`src/tlpq_pkg.sv`:
```
package tlpq_pkg;

  localparam int CAPACITY   = 64;
  localparam int DATA_WIDTH = 32;
  localparam int LEVELS     = 3;

  localparam int ADDR_W  = $clog2(CAPACITY);
  localparam int CNT_W   = $clog2(CAPACITY + 1);
  localparam int LVL_W   = 2;
  localparam int STAT_W  = 2;
  localparam int WORD_W  = 32;

  localparam logic [LVL_W-1:0] LVL_LOWEST = LVL_W'(LEVELS - 1);

  typedef enum logic [STAT_W-1:0] {
    ST_OK    = 2'd0,
    ST_EMPTY = 2'd1,
    ST_FULL  = 2'd2
  } status_t;

  typedef enum logic [0:0] {
    MODE_ENQ = 1'b0,
    MODE_DEQ = 1'b1
  } mode_t;

  typedef enum logic [1:0] {
    S_IDLE = 2'b01,
    S_EXEC = 2'b10
  } state_t;

endpackage

```
`src/three_level_priority_queue.sv`:
```
// three-level priority queue over one shared pool of slots
//
// input channel (in_valid / in_stall): mode 0 enqueues payload at level
// (0 highest, 2 lowest; level 3 is taken as 2), mode 1 dequeues the oldest
// word of the highest non-empty level. every word yields one result word.
// output channel (out_valid / out_stall): status ok, empty (dequeue with
// nothing stored) or full (enqueue with no free slot); out_payload and
// out_level carry the dequeued entry and are zero otherwise.
//
// an accepted word is captured in the operation registers; its result is
// written to the output register by its write-back state.
// the accept reads the free-slot stack, or the entry and link memories,
// into registers; the write-back state writes links, heads, tails and
// counts. a new word is accepted only after the write-back, so accesses
// to the same slot never overlap.
// a result that is stalled stays in the output register; the next word is
// still accepted and waits in its write-back cycle until the register frees.
// reset empties all levels and makes all slots free at once: a low-water
// mark on the free-slot stack stands in for its initial contents.
module three_level_priority_queue (
  input  logic                            clk,
  input  logic                            rst,
  input  logic                            in_valid,
  output logic                            in_stall,
  input  logic                            mode,
  input  logic [tlpq_pkg::LVL_W-1:0]      level,
  input  logic [31:0]                     payload,
  output logic                            out_valid,
  input  logic                            out_stall,
  output logic [tlpq_pkg::STAT_W-1:0]     status,
  output logic [31:0]                     out_payload,
  output logic [tlpq_pkg::LVL_W-1:0]      out_level
);
  import tlpq_pkg::*;

  // memories
  logic [DATA_WIDTH-1:0] entry_mem [CAPACITY];
  logic [ADDR_W-1:0]     link_mem  [CAPACITY];
  logic [ADDR_W-1:0]     free_mem  [CAPACITY];

  logic [DATA_WIDTH-1:0] entry_q;
  logic [ADDR_W-1:0]     link_q;
  logic [ADDR_W-1:0]     free_q;

  // control state
  state_t            state;
  logic [CNT_W-1:0]  free_count;
  logic [CNT_W-1:0]  low_mark;
  logic [ADDR_W-1:0] heads  [LEVELS];
  logic [ADDR_W-1:0] tails  [LEVELS];
  logic [CNT_W-1:0]  counts [LEVELS];

  // current operation
  mode_t                 op_mode;
  logic [LVL_W-1:0]      op_lvl;
  logic                  op_ok;
  logic                  op_fresh;
  logic [ADDR_W-1:0]     op_faddr;
  logic [ADDR_W-1:0]     op_slot;
  logic [DATA_WIDTH-1:0] op_word;

  logic                  accept;
  logic                  exec_go;
  logic [LVL_W-1:0]      enq_lvl;
  logic [LVL_W-1:0]      deq_lvl;
  logic                  deq_any;
  logic [CNT_W-1:0]      fc_dec;
  logic [ADDR_W-1:0]     new_slot;

  assign in_stall = rst || (state != S_IDLE);
  assign accept   = in_valid && !in_stall;
  assign exec_go  = (state == S_EXEC) && !(out_valid && out_stall);

  assign enq_lvl = (level > LVL_LOWEST) ? LVL_LOWEST : level;
  assign fc_dec  = free_count - CNT_W'(1);

  always_comb begin
    deq_any = 1'b0;
    deq_lvl = LVL_LOWEST;
    for (int l = LEVELS - 1; l >= 0; l--) begin
      if (counts[l] != '0) begin
        deq_any = 1'b1;
        deq_lvl = LVL_W'(l);
      end
    end
  end

  // stack positions below the low-water mark were never written and hold their own index
  assign new_slot = op_fresh ? op_faddr : free_q;

  // read side
  always_ff @(posedge clk) begin
    if (accept && mode == MODE_ENQ) begin
      free_q <= free_mem[fc_dec[ADDR_W-1:0]];
    end
  end

  always_ff @(posedge clk) begin
    if (accept && mode == MODE_DEQ) begin
      entry_q <= entry_mem[heads[deq_lvl]];
      link_q  <= link_mem[heads[deq_lvl]];
    end
  end

  // write side
  always_ff @(posedge clk) begin
    if (exec_go && op_ok && op_mode == MODE_ENQ) begin
      entry_mem[new_slot] <= op_word;
    end
  end

  always_ff @(posedge clk) begin
    if (exec_go && op_ok && op_mode == MODE_ENQ && counts[op_lvl] != '0) begin
      link_mem[tails[op_lvl]] <= new_slot;
    end
  end

  always_ff @(posedge clk) begin
    if (exec_go && op_ok && op_mode == MODE_DEQ && free_count < CNT_W'(CAPACITY)) begin
      free_mem[free_count[ADDR_W-1:0]] <= op_slot;
    end
  end

  // operation capture
  always_ff @(posedge clk) begin
    if (accept) begin
      op_mode  <= mode_t'(mode);
      op_word  <= DATA_WIDTH'(payload);
      op_faddr <= fc_dec[ADDR_W-1:0];
      op_fresh <= (free_count <= low_mark);
      op_slot  <= heads[deq_lvl];
      if (mode == MODE_ENQ) begin
        op_lvl <= enq_lvl;
        op_ok  <= (free_count != '0);
      end else begin
        op_lvl <= deq_lvl;
        op_ok  <= deq_any;
      end
    end
  end

  // control and list state
  always_ff @(posedge clk) begin
    if (rst) begin
      state      <= S_IDLE;
      free_count <= CNT_W'(CAPACITY);
      low_mark   <= CNT_W'(CAPACITY);
      for (int l = 0; l < LEVELS; l++) begin
        heads[l]  <= '0;
        tails[l]  <= '0;
        counts[l] <= '0;
      end
    end else begin
      if (accept) begin
        state <= S_EXEC;
      end
      if (exec_go) begin
        state <= S_IDLE;
        if (op_ok && op_mode == MODE_ENQ) begin
          if (counts[op_lvl] == '0) begin
            heads[op_lvl] <= new_slot;
          end
          tails[op_lvl]  <= new_slot;
          counts[op_lvl] <= counts[op_lvl] + CNT_W'(1);
          free_count     <= fc_dec;
          if (fc_dec < low_mark) begin
            low_mark <= fc_dec;
          end
        end else if (op_ok && op_mode == MODE_DEQ) begin
          counts[op_lvl] <= counts[op_lvl] - CNT_W'(1);
          if (counts[op_lvl] == CNT_W'(1)) begin
            heads[op_lvl] <= '0;
            tails[op_lvl] <= '0;
          end else begin
            heads[op_lvl] <= link_q;
          end
          if (free_count < CNT_W'(CAPACITY)) begin
            free_count <= free_count + CNT_W'(1);
          end
        end
      end
    end
  end

  // output register
  always_ff @(posedge clk) begin
    if (rst) begin
      out_valid <= 1'b0;
    end else if (exec_go) begin
      out_valid <= 1'b1;
    end else if (!out_stall) begin
      out_valid <= 1'b0;
    end
  end

  always_ff @(posedge clk) begin
    if (exec_go) begin
      if (!op_ok) begin
        status <= (op_mode == MODE_ENQ) ? ST_FULL : ST_EMPTY;
      end else begin
        status <= ST_OK;
      end
      if (op_ok && op_mode == MODE_DEQ) begin
        out_payload <= 32'(entry_q);
        out_level   <= op_lvl;
      end else begin
        out_payload <= '0;
        out_level   <= '0;
      end
    end
  end

endmodule

```
`config.mk`:
```
export PLATFORM = sky130hd
export DESIGN_NAME = three_level_priority_queue
export DESIGN_NICKNAME = d
export VERILOG_FILES = /design/src/tlpq_pkg.sv /design/src/three_level_priority_queue.sv
export SDC_FILE = /design/constraint.sdc
export NUM_CORES = 2
export LEC_CHECK = 0
export BUFFER_PORTS_ARGS = -buffer_cell sky130_fd_sc_hd__buf_4
export CAP_MARGIN = 20
export CORE_MARGIN = 2
export CORE_UTILIZATION = 55
export DETAILED_ROUTE_END_ITERATION = 10
export GPL_TIMING_DRIVEN = 0
export PLACE_DENSITY = 0.7
export SETUP_SLACK_MARGIN = 0.1
export SYNTH_ARGS = -nofsm -noshare
export SYNTH_HDL_FRONTEND = slang
export SYNTH_SLANG_ARGS = --single-unit
export TNS_END_PERCENT = 30
```
`constraint.sdc`:
```
create_clock -name clk -period 17.5 [get_ports clk]
set_input_delay 3.5 -clock clk [delete_from_list [all_inputs] [get_ports clk]]
set_output_delay 3.5 -clock clk [all_outputs]
set_load 0.01 [all_outputs]
```
; ---- Word-level counts from Yosys, hierarchy flattened
; Memory sizes are Yosys's and may differ from the RTL's. A register that Yosys moved wholly into a read port is not among the register bits.
; Index checks and enable logic that the tools add are counted.
[word_totals]
reg_bits = 102
ram_bits = 2873
input_bits = 39
mem_count = 6
[memory_table]
columns = memory, words, word_bits, read_ports, rd_ports_with_merged_regs, wr, line
row1 = entry_mem, 64, 32, 1, 1, 1, three_level_priority_queue.sv:37  ; logic [DATA_WIDTH-1:0] entry_mem [CAPACITY];
row2 = free_mem, 64, 6, 1, 1, 1, three_level_priority_queue.sv:39  ; logic [ADDR_W-1:0] free_mem [CAPACITY];
row3 = link_mem, 64, 6, 1, 1, 1, three_level_priority_queue.sv:38  ; logic [ADDR_W-1:0] link_mem [CAPACITY];
row4 = counts, 3, 7, 4, 1, 3, three_level_priority_queue.sv:51  ; logic [CNT_W-1:0] counts [LEVELS];
row5 = heads, 3, 6, 1, 0, 3, three_level_priority_queue.sv:49  ; logic [ADDR_W-1:0] heads [LEVELS];
row6 = tails, 3, 6, 1, 1, 3, three_level_priority_queue.sv:50  ; logic [ADDR_W-1:0] tails [LEVELS];
[classes]
addsub = 4
n_lt_le_gt_ge = 4
eq_ne = 4
mux = 64
n_bitwise = 6
n_reduce_logical = 29
[ops]
columns = op, n
row1 = $mux 1, 43
row2 = $mux 6, 6
row3 = $mux 7, 5
row4 = $reduce_bool 7->1, 5
row5 = $mux 2, 10
row6 = $add 7x1->7 const B, 2
row7 = $sub 7x1->7 const B, 2
row8 = $logic_and 1x1->1, 12
row9 = $reduce_or 6->1, 2
row10 = $eq 7x1->1 const B, 1
row11 = $le 7x7->1, 1
row12 = $logic_not 7->1, 1
row13 = $lt 7x7->1, 1
row14 = $lt 7x7->1 const B, 1
row15 = $reduce_or 7->1, 1
row16 = $reduce_and 3->1, 2
row17 = $ne 2x1->1 const B, 2
row18 = $or 1x1->1, 4
row19 = $reduce_bool 2->1, 2
row20 = $eq 2x2->1 const B, 1
row21 = $gt 2x2->1 const B, 1
row22 = $logic_not 1->1, 2
row23 = $not 1->1, 2
row24 = $reduce_or 2->1, 1
row25 = $logic_or 1x1->1, 1

; ---- Depth between registers and ports, before layout
[logic_depth]
ltp_word = 11
mapped_depth = 19
depth_no_buf = 12

; ---- Worst setup path before layout
; Ideal clock, no wire load.
[synth_path]
kind = input to register
startpoint = input out_stall
endpoint = memory entry_mem[39][0], enable pin
setup_time_ns = 0.421
t_arrival_ns = 7.918
t_required_ns = 17.079
slack_ns = 9.161
stages = 7
path_cell_list = and2_1 nor2_1 nand2_1 or2_2 nor2b_1 nand2_1 nor2_1
[synth_via]
elab_chain_cells = 7
[synth_lines]
columns = element, line
row1 = start: declaration, three_level_priority_queue.sv:29  ; input logic out_stall,
row2 = $logic_and 1x1->1, three_level_priority_queue.sv:72  ; assign exec_go = (state == S_EXEC) && !(out_valid && out_stall);
row3 = $logic_not 1->1, three_level_priority_queue.sv:72
row4 = $logic_and 1x1->1, three_level_priority_queue.sv:72
row5 = net exec_go, three_level_priority_queue.sv:63  ; logic exec_go;
row6 = $logic_and 1x1->1 (2 in a row), three_level_priority_queue.sv:107  ; if (exec_go && op_ok && op_mode == MODE_ENQ) begin
row7 = $mux 1, three_level_priority_queue.sv:107
row8 = $mux 1 (not written as such), three_level_priority_queue.sv:108  ; entry_mem[new_slot] <= op_word;
row9 = end: declaration, three_level_priority_queue.sv:37
; The timed path passes the listed nets, and every way through them passes these cells.

; ---- Final worst setup path
[layout_path]
startpoint = input rst
endpoint = output in_stall
[layout_via]
elab_chain_cells = 1
[layout_lines]
columns = element, line
row1 = start: declaration, three_level_priority_queue.sv:22  ; input logic rst,
row2 = $logic_or 1x1->1, three_level_priority_queue.sv:70  ; assign in_stall = rst || (state != S_IDLE);
row3 = end: declaration, three_level_priority_queue.sv:24  ; output logic in_stall,
; Every way passes these cells.

==> impl_results.md <==
- # Post-CTS Setup Buffers: 0
- Post-synthesis cell count: 7705
- Cell family with most CP delay: simple AND/OR/NAND/NOR gates
- PnR Total Power: 0.0152 W
- Psw: 0.00339 W
- Final period util: 44.3%
- Tmin final: 7760 ps
- Endpoints failing setup: 0
- Warnings, synthesis: 0
- VDD IR max: 120 uV
- Flop and latch count out of synthesis: 3034
- Pwr dens: 112 nW/um^2
- DRC viols: 0
- Post-Syn Area: 118000 sq um
- RR Startpoint: free_count[0]
- Via density: 6.66
- Status: completed
- Synth area leaders: edfxtp_1 (77%), nand2_1 (5.7%), mux4_2 (2.8%)
- Dpl ws: 9720 ps
- CP max FO: 3
- Reg2Reg Setup Slack: 10730 ps
- Comb power frac: 5.7%
- WP buf/inv: 2
- Chip width: 467 um
- Worst Hold Endpoint: out_valid
- Main synth FF type: edfxtp_1
- Ys async rst share: 0%
- RSZ-0062 raised after global routing: false
- Layout cells sized above 1: 13.9%
- Worst-margin pin slew: 1330 ps
- CTS tree: done
- Syn nets: 7765
- Initial Util: 55.2%
- Sequential cell area fraction in the yosys report: 77.0%
- Hold WS: 490 ps
- Crit path DAT: 4260 ps
- Hold Fails Final Rpt: 0
- TritonCTS Buffers: 317
- Synth top cells by count: edfxtp_1 (3015), nand2_1 (1802), nand3_1 (600), mux2i_1 (320), a31oi_1 (283)
- Max-slew headroom: 10.9%
- CTS H-tree depth: 5
- Layout Skew: 99.1 ps
- Fin Setup TNS: 0 ps
- Max Cap Viol: 0
- Vias: 75900
- WL/cell: 34.1 um
- R2R cell count: 19
- Sink Count: 3034
- LEAKAGE: 45.3 nW
- Layout area overhead: 15.6%
- Vias in the first global route: 71800
- Hold Crit Class: reg -> reg
- Quantity of I/O buffers inserted on ports: 76
- Clk buf depth: 4
- Largest net degree at the start of global routing: 69
- Synth area leader: edfxtp_1
- Cell internal pwr: 0.0118 W
- Min-Delay Path Depth: 2
- Num ports: 77
- Most common cell in the netlist: edfxtp_1
- Sw Ratio: 22.2%
- Cts repair resizes: 0
- Reg power frac: 52.7%
- HPWL after DPL: 270 mm
- Clock share of power: 41.6%
- Hold buffer count at cts: 0
- Startpoint Class: input port
- Final ANT Viol Nets: 0
- Top cell type's share of synthesized area: 76.7%
- Die H: 467 um
- CTS Root Cell: clkbuf_16
- First-pass GRT wire length: 538 mm
- Core area: 214000 sq um
- Fmax: 129 MHz
- Latest clock arrival within the worst-skew pair: 1010 ps
- Rows: 170
- WL final: 389 mm
- Reg clk slew, reported paths: 60 ps
- GR Util All Layers: 35.4%
- Top cell by count, worst path: buf_4
- Worst path cell trace: buf_4 -> or3_1 -> buf_4
- DRT Pass-1 Iters: 9
- Number of synthesized flops with an enable pin: 3015
- Final slew viol count: 0
- Initial antenna violation count: 29
- Crit Path Category: in -> out
- Die area: 218000 sq um
- Worst setup margin: 9740 ps
- Routability cong.: 1.01
- Nets: 8375
- Congestion Overflow GR: 0
- Avg Cell Area, Syn: 15.3 sq um
- Library cells used by synthesis: 69
- Peak per-stage delay on the critical path: 420 ps
- Hold Path Origin: out_valid
- Crit end category: output pin
- Slowest stage cell, crit path: or3_1
- Worst reg2reg endpoint: low_mark[1]
- CP required: 14000 ps
- Drt initial violations: 13300
-- per-layer routing --
metal  wire [um]  global-route usage [%]  vias to the layer above
met3       57700                    11.4                     1287
li1            -                       -                    30700
met5         211                       0                        -
met2      168000                    51.2                     6334
met1      133000                    46.5                    37500
met4       29900                    22.4                       30
-- state kept, by name, indices dropped and copies added (netlist names), 18 cells and up, named ones only --
signal	count
op_word	32
out_payload	32
tails	24
entry_q	32
heads	18
counts	28
link_mem	384
free_mem	384
entry_mem	2048
-- power groups by stage --
| stage | Clock, W | Combinational (W) | Sequential (W) |
|---|---|---|---|
| 2_1_floorplan | 0 | 0.000360 | 0.00819 |
| 4_1_cts | 0.00633 | 0.000826 | 0.00802 |
| 5_1_grt | 0.00661 | 0.000876 | 0.00802 |
| 3_5_place_dp | 0 | 0.000822 | 0.00818 |
| 6_report | 0.00633 | 0.000867 | 0.00802 |
| 3_3_place_gp | 0 | 0.000673 | 0.00825 |
-- cells by family after synthesis --
family | synth area share (%)
buf+inv | 1.91
mux | 5.93
xor+xnor | 0.104
compound gates | 4.44
simple gates | 10.4
fa+ha+maj | 0.223
flops | 77.0
-- worst max-delay path by stage --
stage                     startpoint           endpoint  cells after the start
after floorplan            out_stall   entry_mem[39][0]                      7
after global placement     out_stall  entry_mem[39][20]                      8
after detailed placement   out_stall  entry_mem[13][23]                      9
after CTS                        rst           in_stall                      3
after global routing             rst           in_stall                      3
final                            rst           in_stall                      3
-- cell usage in the layout, fill, tap and decap left out, types with 16 or more instances in the layout --
cell       count
buf_6         23
clkbuf_16    322
buf_1         62
buf_2        170
diode_2       18
clkinv_2      58
inv_1         33
a31oi_1      267
and3_1        45
a211oi_1      16
nand2_1     1802
mux2i_1      320
mux4_2       146
edfxtp_1    3015
buf_16        66
a31oi_2       16
buf_8         18
bufinv_16     17
clkinv_1      66
a21oi_1       57
mux2_2        42
nand4_1       23
nand3_1      600
nor2_1       213
buf_12        87
o21ai_0       17
dfxtp_1       19
ha_1          21
buf_4        117
clkbuf_1     274
nor2_4        66
a32oi_1      268
nor4_1        65
-- cell type report --
| type | instances | area [sq um] |
|---|---|---|
| Antenna cell | 18 | 45.0 |
| Buffer | 457 | 2110 |
| Clock buffer | 393 | 8320 |
| Clock inverter | 152 | 1150 |
| Fill cell | 14900 | 77500 |
| Inverter | 39 | 149 |
| Multi-Input combinational cell | 4175 | 25500 |
| Sequential cell | 3034 | 90900 |
| Tap cell | 2838 | 3550 |
| Timing Repair Buffer | 291 | 4710 |
-- metrics by stage --
stage / utilization, % / cells / instance area, sq um
floorplan: - / 7705 / 118000
global placement: 57.1 / 10600 / 122000
detailed placement: 59.3 / 10800 / 127000
CTS: 63.7 / 11400 / 136000
global route: 63.8 / 11400 / 136000
finish: 63.8 / 11400 / 136000
-- worst reg2reg max path, stage by stage, from the launching register on --
cell      delay (ps)
dfxtp_1          380
buf_2            340
buf_2            380
buf_1            590
inv_1            360
ha_1             430
clkbuf_1         380
buf_1            590
clkbuf_1         620
inv_1            230
ha_1             320
nor2b_1          130
o21a_1           160
o21a_1           160
o21a_1           160
o21a_1           170
o21ai_1          500
and2_1           220
clkbuf_1         320
a211oi_1         130
No activity file was read; power rests on OpenSTA's default activity.
